## config.mk

```make
export PLATFORM = sky130hd
export DESIGN_NAME = ascii_frame_builder
export DESIGN_NICKNAME = d
export VERILOG_FILES = /design/src/design/afb_pkg.sv /design/src/design/afb_emitter.sv /design/src/design/ascii_frame_builder.sv
export VERILOG_INCLUDE_DIRS = /design/src /design/src/design
export SDC_FILE = /design/constraint.sdc
export NUM_CORES = 1
export LEC_CHECK = 0
export BUFFER_PORTS_ARGS = -buffer_cell sky130_fd_sc_hd__buf_4
export CAP_MARGIN = 0
export CORE_AREA = 2 2 154 156
export CTS_BUF_LIST = sky130_fd_sc_hd__clkbuf_8
export DETAILED_ROUTE_END_ITERATION = 12
export DIE_AREA = 0 0 156 158
export PLACE_DENSITY = 0.48
export SETUP_SLACK_MARGIN = 0.1
export SKIP_LAST_GASP = 1
export SLEW_MARGIN = 5
export SYNTH_ARGS = -nofsm -noshare
export SYNTH_HDL_FRONTEND = slang
export SYNTH_SLANG_ARGS = --single-unit
export TNS_END_PERCENT = 50
```

## constraint.sdc

```tcl
create_clock -name clk_i -period 5 [get_ports clk_i]
set_input_delay 0.25 -clock clk_i [delete_from_list [all_inputs] [get_ports clk_i]]
set_output_delay 0.25 -clock clk_i [all_outputs]
set_load 0.02 [all_outputs]
```

## src/design/ascii_frame_builder_defines.svh

```systemverilog
// ----------------------------------------------------------------------------
// ascii_frame_builder defines
// Assertion macros shared by the frame builder modules. Each macro samples
// on the rising edge of clk_i and is switched off while rst_ni is low.
// ----------------------------------------------------------------------------
`ifndef ASCII_FRAME_BUILDER_DEFINES_SVH
`define ASCII_FRAME_BUILDER_DEFINES_SVH

`ifndef SYNTHESIS
// Property must hold at every clock edge outside reset.
`define AFB_ASSERT(label, prop) \
  label: assert property (@(posedge clk_i) disable iff (!rst_ni) (prop)) \
    else $error("ascii_frame_builder: assertion failed");
// Expression must never be true outside reset.
`define AFB_ASSERT_NEVER(label, expr) \
  `AFB_ASSERT(label, !(expr))
`else
`define AFB_ASSERT(label, prop)
`define AFB_ASSERT_NEVER(label, expr)
`endif

`endif

```

## src/design/afb_pkg.sv

```systemverilog
// ----------------------------------------------------------------------------
// afb_pkg
// Types, character codes and helpers shared by the ASCII frame builder.
// ----------------------------------------------------------------------------
`default_nettype none

package afb_pkg;

  localparam logic [7:0] LeadReset = 8'h41;  // 'A'
  localparam logic [7:0] ChZero    = 8'h30;  // '0'
  localparam logic [7:0] ChHexBase = 8'h57;  // 'a' - 10
  localparam logic [7:0] ChNewline = 8'h0A;

  localparam logic [6:0] LenMin = 7'd1;
  localparam logic [6:0] LenMax = 7'd99;

  // Character positions within the up to nine characters of one transfer.
  localparam logic [3:0] PosLead    = 4'd0;
  localparam logic [3:0] PosTens    = 4'd1;
  localparam logic [3:0] PosOnes    = 4'd2;
  localparam logic [3:0] PosData    = 4'd3;
  localparam logic [3:0] PosHex3    = 4'd4;
  localparam logic [3:0] PosHex2    = 4'd5;
  localparam logic [3:0] PosHex1    = 4'd6;
  localparam logic [3:0] PosHex0    = 4'd7;
  localparam logic [3:0] PosNewline = 4'd8;

  // Everything the emitter needs to write out the characters of one input.
  typedef struct packed {
    logic        header;
    logic        trailer;
    logic [7:0]  lead;
    logic [7:0]  tens_char;
    logic [7:0]  ones_char;
    logic [7:0]  data;
    logic [15:0] sum;
  } item_t;

  function automatic logic [7:0] hex_char(input logic [3:0] nibble);
    logic [7:0] wide;
    wide = {4'b0000, nibble};
    if (nibble < 4'd10) begin
      hex_char = ChZero + wide;
    end else begin
      hex_char = ChHexBase + wide;
    end
  endfunction

endpackage

`default_nettype wire

```

## src/design/afb_emitter.sv

```systemverilog
// ----------------------------------------------------------------------------
// afb_emitter
// Holds the characters caused by one input and sends them one per cycle
// on the output stream while the receiver is ready.
// ----------------------------------------------------------------------------
`default_nettype none
`include "ascii_frame_builder_defines.svh"

module afb_emitter (
  input  wire logic          clk_i,
  input  wire logic          rst_ni,
  input  wire logic          load_i,
  input  wire afb_pkg::item_t item_i,
  output logic               can_load_o,
  output logic               m_axis_tvalid,
  input  wire logic          m_axis_tready,
  output logic [7:0]         m_axis_tdata,  // [7:0] out_byte
  output logic               m_axis_tlast,  // run_last
  output logic               m_axis_tuser   // [0] frame_done
);

  logic           valid_q, valid_d;
  logic [3:0]     pos_q, pos_d;
  afb_pkg::item_t item_q;
  logic [3:0]     end_pos;
  logic           at_end;

  assign end_pos    = item_q.trailer ? afb_pkg::PosNewline : afb_pkg::PosData;
  assign at_end     = (pos_q == end_pos);
  // The holding register frees up in the cycle its final character leaves.
  assign can_load_o = !valid_q || (m_axis_tready && at_end);

  always_comb begin
    valid_d = valid_q;
    pos_d   = pos_q;
    if (load_i) begin
      valid_d = 1'b1;
      pos_d   = item_i.header ? afb_pkg::PosLead : afb_pkg::PosData;
    end else if (valid_q && m_axis_tready) begin
      if (at_end) begin
        valid_d = 1'b0;
      end else begin
        pos_d = pos_q + 4'd1;
      end
    end
  end

  always_ff @(posedge clk_i or negedge rst_ni) begin
    if (!rst_ni) begin
      valid_q <= 1'b0;
      pos_q   <= afb_pkg::PosLead;
    end else begin
      valid_q <= valid_d;
      pos_q   <= pos_d;
    end
  end

  always_ff @(posedge clk_i) begin
    if (load_i) begin
      item_q <= item_i;
    end
  end

  always_comb begin
    case (pos_q)
      afb_pkg::PosLead:    m_axis_tdata = item_q.lead;
      afb_pkg::PosTens:    m_axis_tdata = item_q.tens_char;
      afb_pkg::PosOnes:    m_axis_tdata = item_q.ones_char;
      afb_pkg::PosData:    m_axis_tdata = item_q.data;
      afb_pkg::PosHex3:    m_axis_tdata = afb_pkg::hex_char(item_q.sum[15:12]);
      afb_pkg::PosHex2:    m_axis_tdata = afb_pkg::hex_char(item_q.sum[11:8]);
      afb_pkg::PosHex1:    m_axis_tdata = afb_pkg::hex_char(item_q.sum[7:4]);
      afb_pkg::PosHex0:    m_axis_tdata = afb_pkg::hex_char(item_q.sum[3:0]);
      afb_pkg::PosNewline: m_axis_tdata = afb_pkg::ChNewline;
      default:             m_axis_tdata = afb_pkg::ChNewline;
    endcase
  end

  assign m_axis_tvalid = valid_q;
  assign m_axis_tlast  = at_end;
  assign m_axis_tuser  = (pos_q == afb_pkg::PosNewline);

  `AFB_ASSERT(a_pos_in_range, valid_q |-> (pos_q <= afb_pkg::PosNewline))
  `AFB_ASSERT(a_stall_holds_pos, (valid_q && !m_axis_tready) |=> $stable(pos_q))
  `AFB_ASSERT(a_done_is_last, (valid_q && m_axis_tuser) |-> m_axis_tlast)

endmodule

`default_nettype wire

```

## src/design/ascii_frame_builder.sv

```systemverilog
// ----------------------------------------------------------------------------
// ascii_frame_builder
// Builds ASCII text frames from the payload bytes of a message.
// ----------------------------------------------------------------------------
// Input stream s_axis carries one payload byte per transfer; the length of
// the message (1 to 99, out-of-range values clamped) is taken from the first
// transfer of each frame. Output stream m_axis carries one character per
// transfer: lead letter, two decimal length digits, the payload, four
// lowercase hex digits of the 16-bit payload sum and a newline. tlast marks
// the final character caused by one input transfer, tuser the newline.
// An input is processed in the cycle it is accepted and its first character
// is offered in the next cycle. Each input produces one to nine characters,
// sent at one per cycle while the receiver is ready; the position counter
// that steps through the held characters sets that rate. The next input
// is taken in the same cycle the last character of the previous one
// leaves. When the receiver stalls, the current character is held and the
// input stream stalls once that character set is waiting. Reset returns the
// block to awaiting a frame's first byte and sets the lead letter to 'A'.
// cfg_we_i writes cfg_wdata_i into the lead letter.
// ----------------------------------------------------------------------------
`default_nettype none
`include "ascii_frame_builder_defines.svh"

module ascii_frame_builder (
  input  wire logic        clk_i,
  input  wire logic        rst_ni,
  input  wire logic        cfg_we_i,
  input  wire logic [7:0]  cfg_wdata_i,
  input  wire logic        s_axis_tvalid,
  output logic             s_axis_tready,
  input  wire logic [15:0] s_axis_tdata,  // [7:0] data_byte, [14:8] frame_length
  output logic             m_axis_tvalid,
  input  wire logic        m_axis_tready,
  output logic [7:0]       m_axis_tdata,  // [7:0] out_byte
  output logic             m_axis_tlast,  // run_last
  output logic             m_axis_tuser   // [0] frame_done
);

  logic [7:0]  lead_q;
  logic        in_frame_q, in_frame_d;
  logic [6:0]  count_q, count_d;
  logic [6:0]  len_q, len_d;
  logic [15:0] sum_q, sum_d;

  logic        accept;
  logic [7:0]  data_in;
  logic [6:0]  len_in, len_sat, len_eff;
  logic [14:0] tens_prod;
  logic [3:0]  tens;
  logic [6:0]  tens_x10, ones;
  logic [6:0]  count_nx;
  logic [15:0] sum_nx;
  logic        last;
  afb_pkg::item_t item;

  assign accept  = s_axis_tvalid && s_axis_tready;
  assign data_in = s_axis_tdata[7:0];
  assign len_in  = s_axis_tdata[14:8];

  always_comb begin
    if (len_in == 7'd0) begin
      len_sat = afb_pkg::LenMin;
    end else if (len_in > afb_pkg::LenMax) begin
      len_sat = afb_pkg::LenMax;
    end else begin
      len_sat = len_in;
    end
  end

  // Divide by ten through the reciprocal 205/2048, exact for every 7-bit input, 0 to 127.
  assign tens_prod = {8'd0, len_sat} * 15'd205;
  assign tens      = tens_prod[14:11];
  assign tens_x10  = {tens, 3'b000} + {2'b00, tens, 1'b0};
  assign ones      = len_sat - tens_x10;

  assign len_eff  = in_frame_q ? len_q : len_sat;
  assign count_nx = (in_frame_q ? count_q : 7'd0) + 7'd1;
  assign sum_nx   = (in_frame_q ? sum_q : 16'd0) + {8'd0, data_in};
  assign last     = (count_nx >= len_eff);

  always_comb begin
    item.header    = !in_frame_q;
    item.trailer   = last;
    item.lead      = lead_q;
    item.tens_char = afb_pkg::ChZero | {4'b0000, tens};
    item.ones_char = afb_pkg::ChZero | {4'b0000, ones[3:0]};
    item.data      = data_in;
    item.sum       = sum_nx;
  end

  always_comb begin
    in_frame_d = in_frame_q;
    count_d    = count_q;
    len_d      = len_q;
    sum_d      = sum_q;
    if (accept) begin
      in_frame_d = !last;
      count_d    = last ? 7'd0 : count_nx;
      len_d      = len_eff;
      sum_d      = sum_nx;
    end
  end

  always_ff @(posedge clk_i or negedge rst_ni) begin
    if (!rst_ni) begin
      lead_q     <= afb_pkg::LeadReset;
      in_frame_q <= 1'b0;
      count_q    <= 7'd0;
      len_q      <= 7'd0;
      sum_q      <= 16'd0;
    end else begin
      if (cfg_we_i) begin
        lead_q <= cfg_wdata_i;
      end
      in_frame_q <= in_frame_d;
      count_q    <= count_d;
      len_q      <= len_d;
      sum_q      <= sum_d;
    end
  end

  afb_emitter u_emitter (
    .clk_i         (clk_i),
    .rst_ni        (rst_ni),
    .load_i        (accept),
    .item_i        (item),
    .can_load_o    (s_axis_tready),
    .m_axis_tvalid (m_axis_tvalid),
    .m_axis_tready (m_axis_tready),
    .m_axis_tdata  (m_axis_tdata),
    .m_axis_tlast  (m_axis_tlast),
    .m_axis_tuser  (m_axis_tuser)
  );

  `AFB_ASSERT(a_count_below_len, in_frame_q |-> (count_q < len_q))
  `AFB_ASSERT(a_frame_closes, (accept && last) |=> (!in_frame_q && count_q == 7'd0))

endmodule

`default_nettype wire
```

==> metrics.md <==
| Metric | Value |
|---|---|
| Status | complete, no violations |
| Worst-Margin Slew | 872 ps |
| Design area | 6440 um2 |
| CP max stage delay | 420 ps |
| CP Class | input port to flop |
| MaxCap Viol Count | 0 |
| Logic pwr share | 0.497 |
| Clk Latency, worst-skew pair | 380 ps |
| Unique masters post-synth | 68 |
| Rows | 56 |
| Num CTS Buffers | 9 |
| Total number of vias | 4164 |
| Clk buf depth | 2 |
| Share of layout cells above drive strength 1 | 0.154 |
| Dominant cells by area after synthesis | edfxtp_1 22%, dfrtp_1 19%, ha_1 13% |
| VDD IR max | 0.146 mV |
| DP HPWL | 9.68 mm |
| Fin. max-slew vios | 0 |
| H-tree depth | 3 |
| CTS root buf | clkbuf_8 |
| Worst-path clk slew | 110 ps |
| Total Power | 3.12 mW |
| Buffers on Ports | 39 |
| Headroom to the max-slew limit | 0.418 |
| Vias in the first global route | 4074 |
| Area grow syn2layout | 14.0% |
| DRC Markers | 0 |
| CORE AREA | 23100 um2 |
| Seq/Total Area, Yosys | 0.413 |
| Crit path cell chain | buf_4, nor3_1, nor2_1, nor2_1, inv_1, ha_1, inv_1, fa_1, inv_1, fa_1, ha_1, ha_1, o21a_1, o2bb2ai_1, o21ba_2, a21oi_1, xnor2_1, ha_1, xnor2_1, xnor3_1 |
| Filler Cell Count | 2405 |
| Chip height | 158 um |
| Diode count | 0 |
| Drt pass-1 iters | 4 |
| Setup repair bufs after CTS | 0 |
| Power per Cell Area | 484 nW/um2 |
| RSZ-0062 raised after global routing | false |
| Final Non-Filler Cells | 899 |
| Total track usage | 0.109 |
| Grt total ovfl | 0 |
| Clk sinks | 85 |
| Minimum clock period | 4330 ps |
| Buf/Inv on CP | 4 |
| Fmax | 231 MHz |
| DP Cell Count | 882 |
| Commonest register cell after synthesis | dfrtp_1 |
| Yosys warns | 0 |
| Clock power frac | 0.149 |
| Slowest CP cell | fa_1 |
| Top cell type's share of synthesized area | 0.218 |
| Psw | 1.32 mW |
| Hold Fails Final Rpt | 0 |
| Required @ worst endpoint | 5110 ps |
| Period utilization | 0.867 |
| Critical Path Most Common Cell | ha_1 |
| Vias per cell | 4.63 |
| Delay-heaviest family, CP | adder cells |
| Synthesized Nets | 665 |
| Nets | 699 |
| Setup crit end kind | flop |
| Drt first-iter violations | 257 |
| Post-synth EDFFs | 41 |
| Wire length per cell | 14.2 um |
| Final setup fails | 0 |
| Global-route wire length before repair | 21.0 mm |
| Sw frac | 0.423 |
| Worst path arrival time | 4450 ps |
| Internal power | 1.80 mW |
| Final Util | 0.280 |
| Worst reg2reg setup slack | 1850 ps |
| Initial core utilization | 0.245 |
| Final WL | 12.8 mm |
| Avg Inst Size Synth | 9.92 um2 |
| Post-DP Area | 6250 um2 |
| Largest fanout on the critical path | 4 |
| TritonCTS clock tree | yes |
| Initial antenna violation count | 0 |
| Mapped Cells | 570 |
| Syn Std Cell Area | 5660 um2 |
| Setup TNS | 0 ps |
| Routed Antenna Nets | 0 |
| IO Pins | 41 |
| Standby leakage power | 2.79 nW |
| Flops & latches, synth | 85 |
| Worst Hold Class | input port to flop |
| Async set or reset register ratio after synthesis | 0.518 |
| Post-synth top area cell | edfxtp_1 |
| Clock Skew | 20.8 ps |
| Die Area | 24600 um2 |
| Seq pwr share | 0.354 |
| Largest net degree at the start of global routing | 52 |
| CP startpoint kind | input port |
| Die width | 156 um |
| RD Place Congestion | 0.815 |
==> state kept, by name, indices dropped and copies added, names as in the netlist <==
signal                   count
u_emitter.item_q            41
sum_q                       16
lead_q                       8
count_q                      7
len_q                        7
u_emitter.pos_q              4
in_frame_q                   1
u_emitter.m_axis_tvalid      1
==> power by group through the flow <==
| stage | clock network, mW | logic [mW] | registers (mW) |
|---|---|---|---|
| 2_1_floorplan | 0 | 1.17 | 1.05 |
| 3_3_place_gp | 0 | 1.56 | 1.12 |
| 3_5_place_dp | 0 | 1.56 | 1.12 |
| 4_1_cts | 0.488 | 1.57 | 1.10 |
| 5_1_grt | 0.512 | 1.75 | 1.13 |
| 6_report | 0.465 | 1.55 | 1.10 |
==> cells in the mapped netlist (all sizes together) (10+ instances only) <==
cell and number:
dfrtp 42, buf 10, nor3 14, inv 42, and2 12, edfxtp 41, mux2 12, nand3 11
ha 57, nand2 79, clkbuf 13, a21oi 35, o21ai 32, nor2 31, xnor2 21
==> area by class of cell <==
class	instances	area, um2	share of cell area
clock buffer	9	124	0.0192
clock inverter	7	58.8	0.00912
inverter	43	164	0.0254
multi-input combinational	418	3050	0.473
sequential	85	2330	0.362
tap	290	363	0.0563
timing repair buffer	47	355	0.0551
==> metrics by stage <==
stage / setup WS, ps / hold WS [ps]
after CTS: 668 / 44.3
after global placement: 324 / 332
after detailed placement: 282 / 325
after global routing: 238 / 50.2
after floorplan: 540 / -45.6
final: 667 / 66.1
==> worst paths after layout <==
kind                                  start              endpoint  cells past startpoint
setup / recovery           s_axis_tdata[11]  u_emitter.item_q[27]                     20
hold / removal              s_axis_tdata[7]  u_emitter.item_q[23]                      1
setup reg to reg                 in_frame_q  u_emitter.item_q[10]                     11
hold reg to reg                   lead_q[2]  u_emitter.item_q[42]                      0
max in group asynchronous            rst_ni             sum_q[12]                      2
min in group asynchronous            rst_ni              sum_q[5]                      2
==> cells by family after synthesis <==
logic type,count (synthesis),share of synthesized area
adder cells (fa/ha/maj),66,0.158
multiplexers,19,0.0363
AND/OR/NAND/NOR,179,0.153
AO/OA/AOI/OAI,123,0.139
buffers and inverters,67,0.0487
XOR/XNOR,31,0.0518
flip-flops,85,0.413
==> per-layer routing <==
| layer | wire [um] | up-vias | track usage |
|---|---|---|---|
| met2 | 5760 | 73 | 0.178 |
| met1 | 6330 | 1987 | 0.147 |
| li1 | - | 2092 | - |
| met4 | 202 | 0 | 0.0349 |
| met5 | 0 | - | 0 |
| met3 | 484 | 12 | 0.0194 |
==> cell usage in the layout, fill, tap and decap left out, types with 4 or more instances in the layout <==
cell type | synthesis | layout
and3_1 | 4 | 4
a31oi_1 | 5 | 5
o21ai_0 | 31 | 31
ha_1 | 57 | 57
inv_1 | 41 | 41
nor4b_1 | 4 | 4
and2_1 | 10 | 10
xnor2_1 | 21 | 21
mux2_2 | 12 | 12
clkbuf_8 | 0 | 9
a211o_1 | 5 | 5
edfxtp_1 | 41 | 41
nor2_1 | 30 | 30
nand3_1 | 11 | 11
nor3_1 | 13 | 13
o22ai_1 | 9 | 9
xor2_1 | 8 | 8
o41ai_1 | 4 | 4
dfrtp_1 | 42 | 42
nand2b_1 | 5 | 5
buf_4 | 0 | 46
a21oi_1 | 35 | 35
nand2_1 | 78 | 78
mux2i_1 | 7 | 7
fa_1 | 9 | 9
==> what timing repair did <==
action | 4_1_cts | 5_1_grt
hold buffers | 1 | 0
gates resized for setup | 0 | 0
endpoints found under the hold margin | 42 | 0
(Power assumes the default switching activity.)
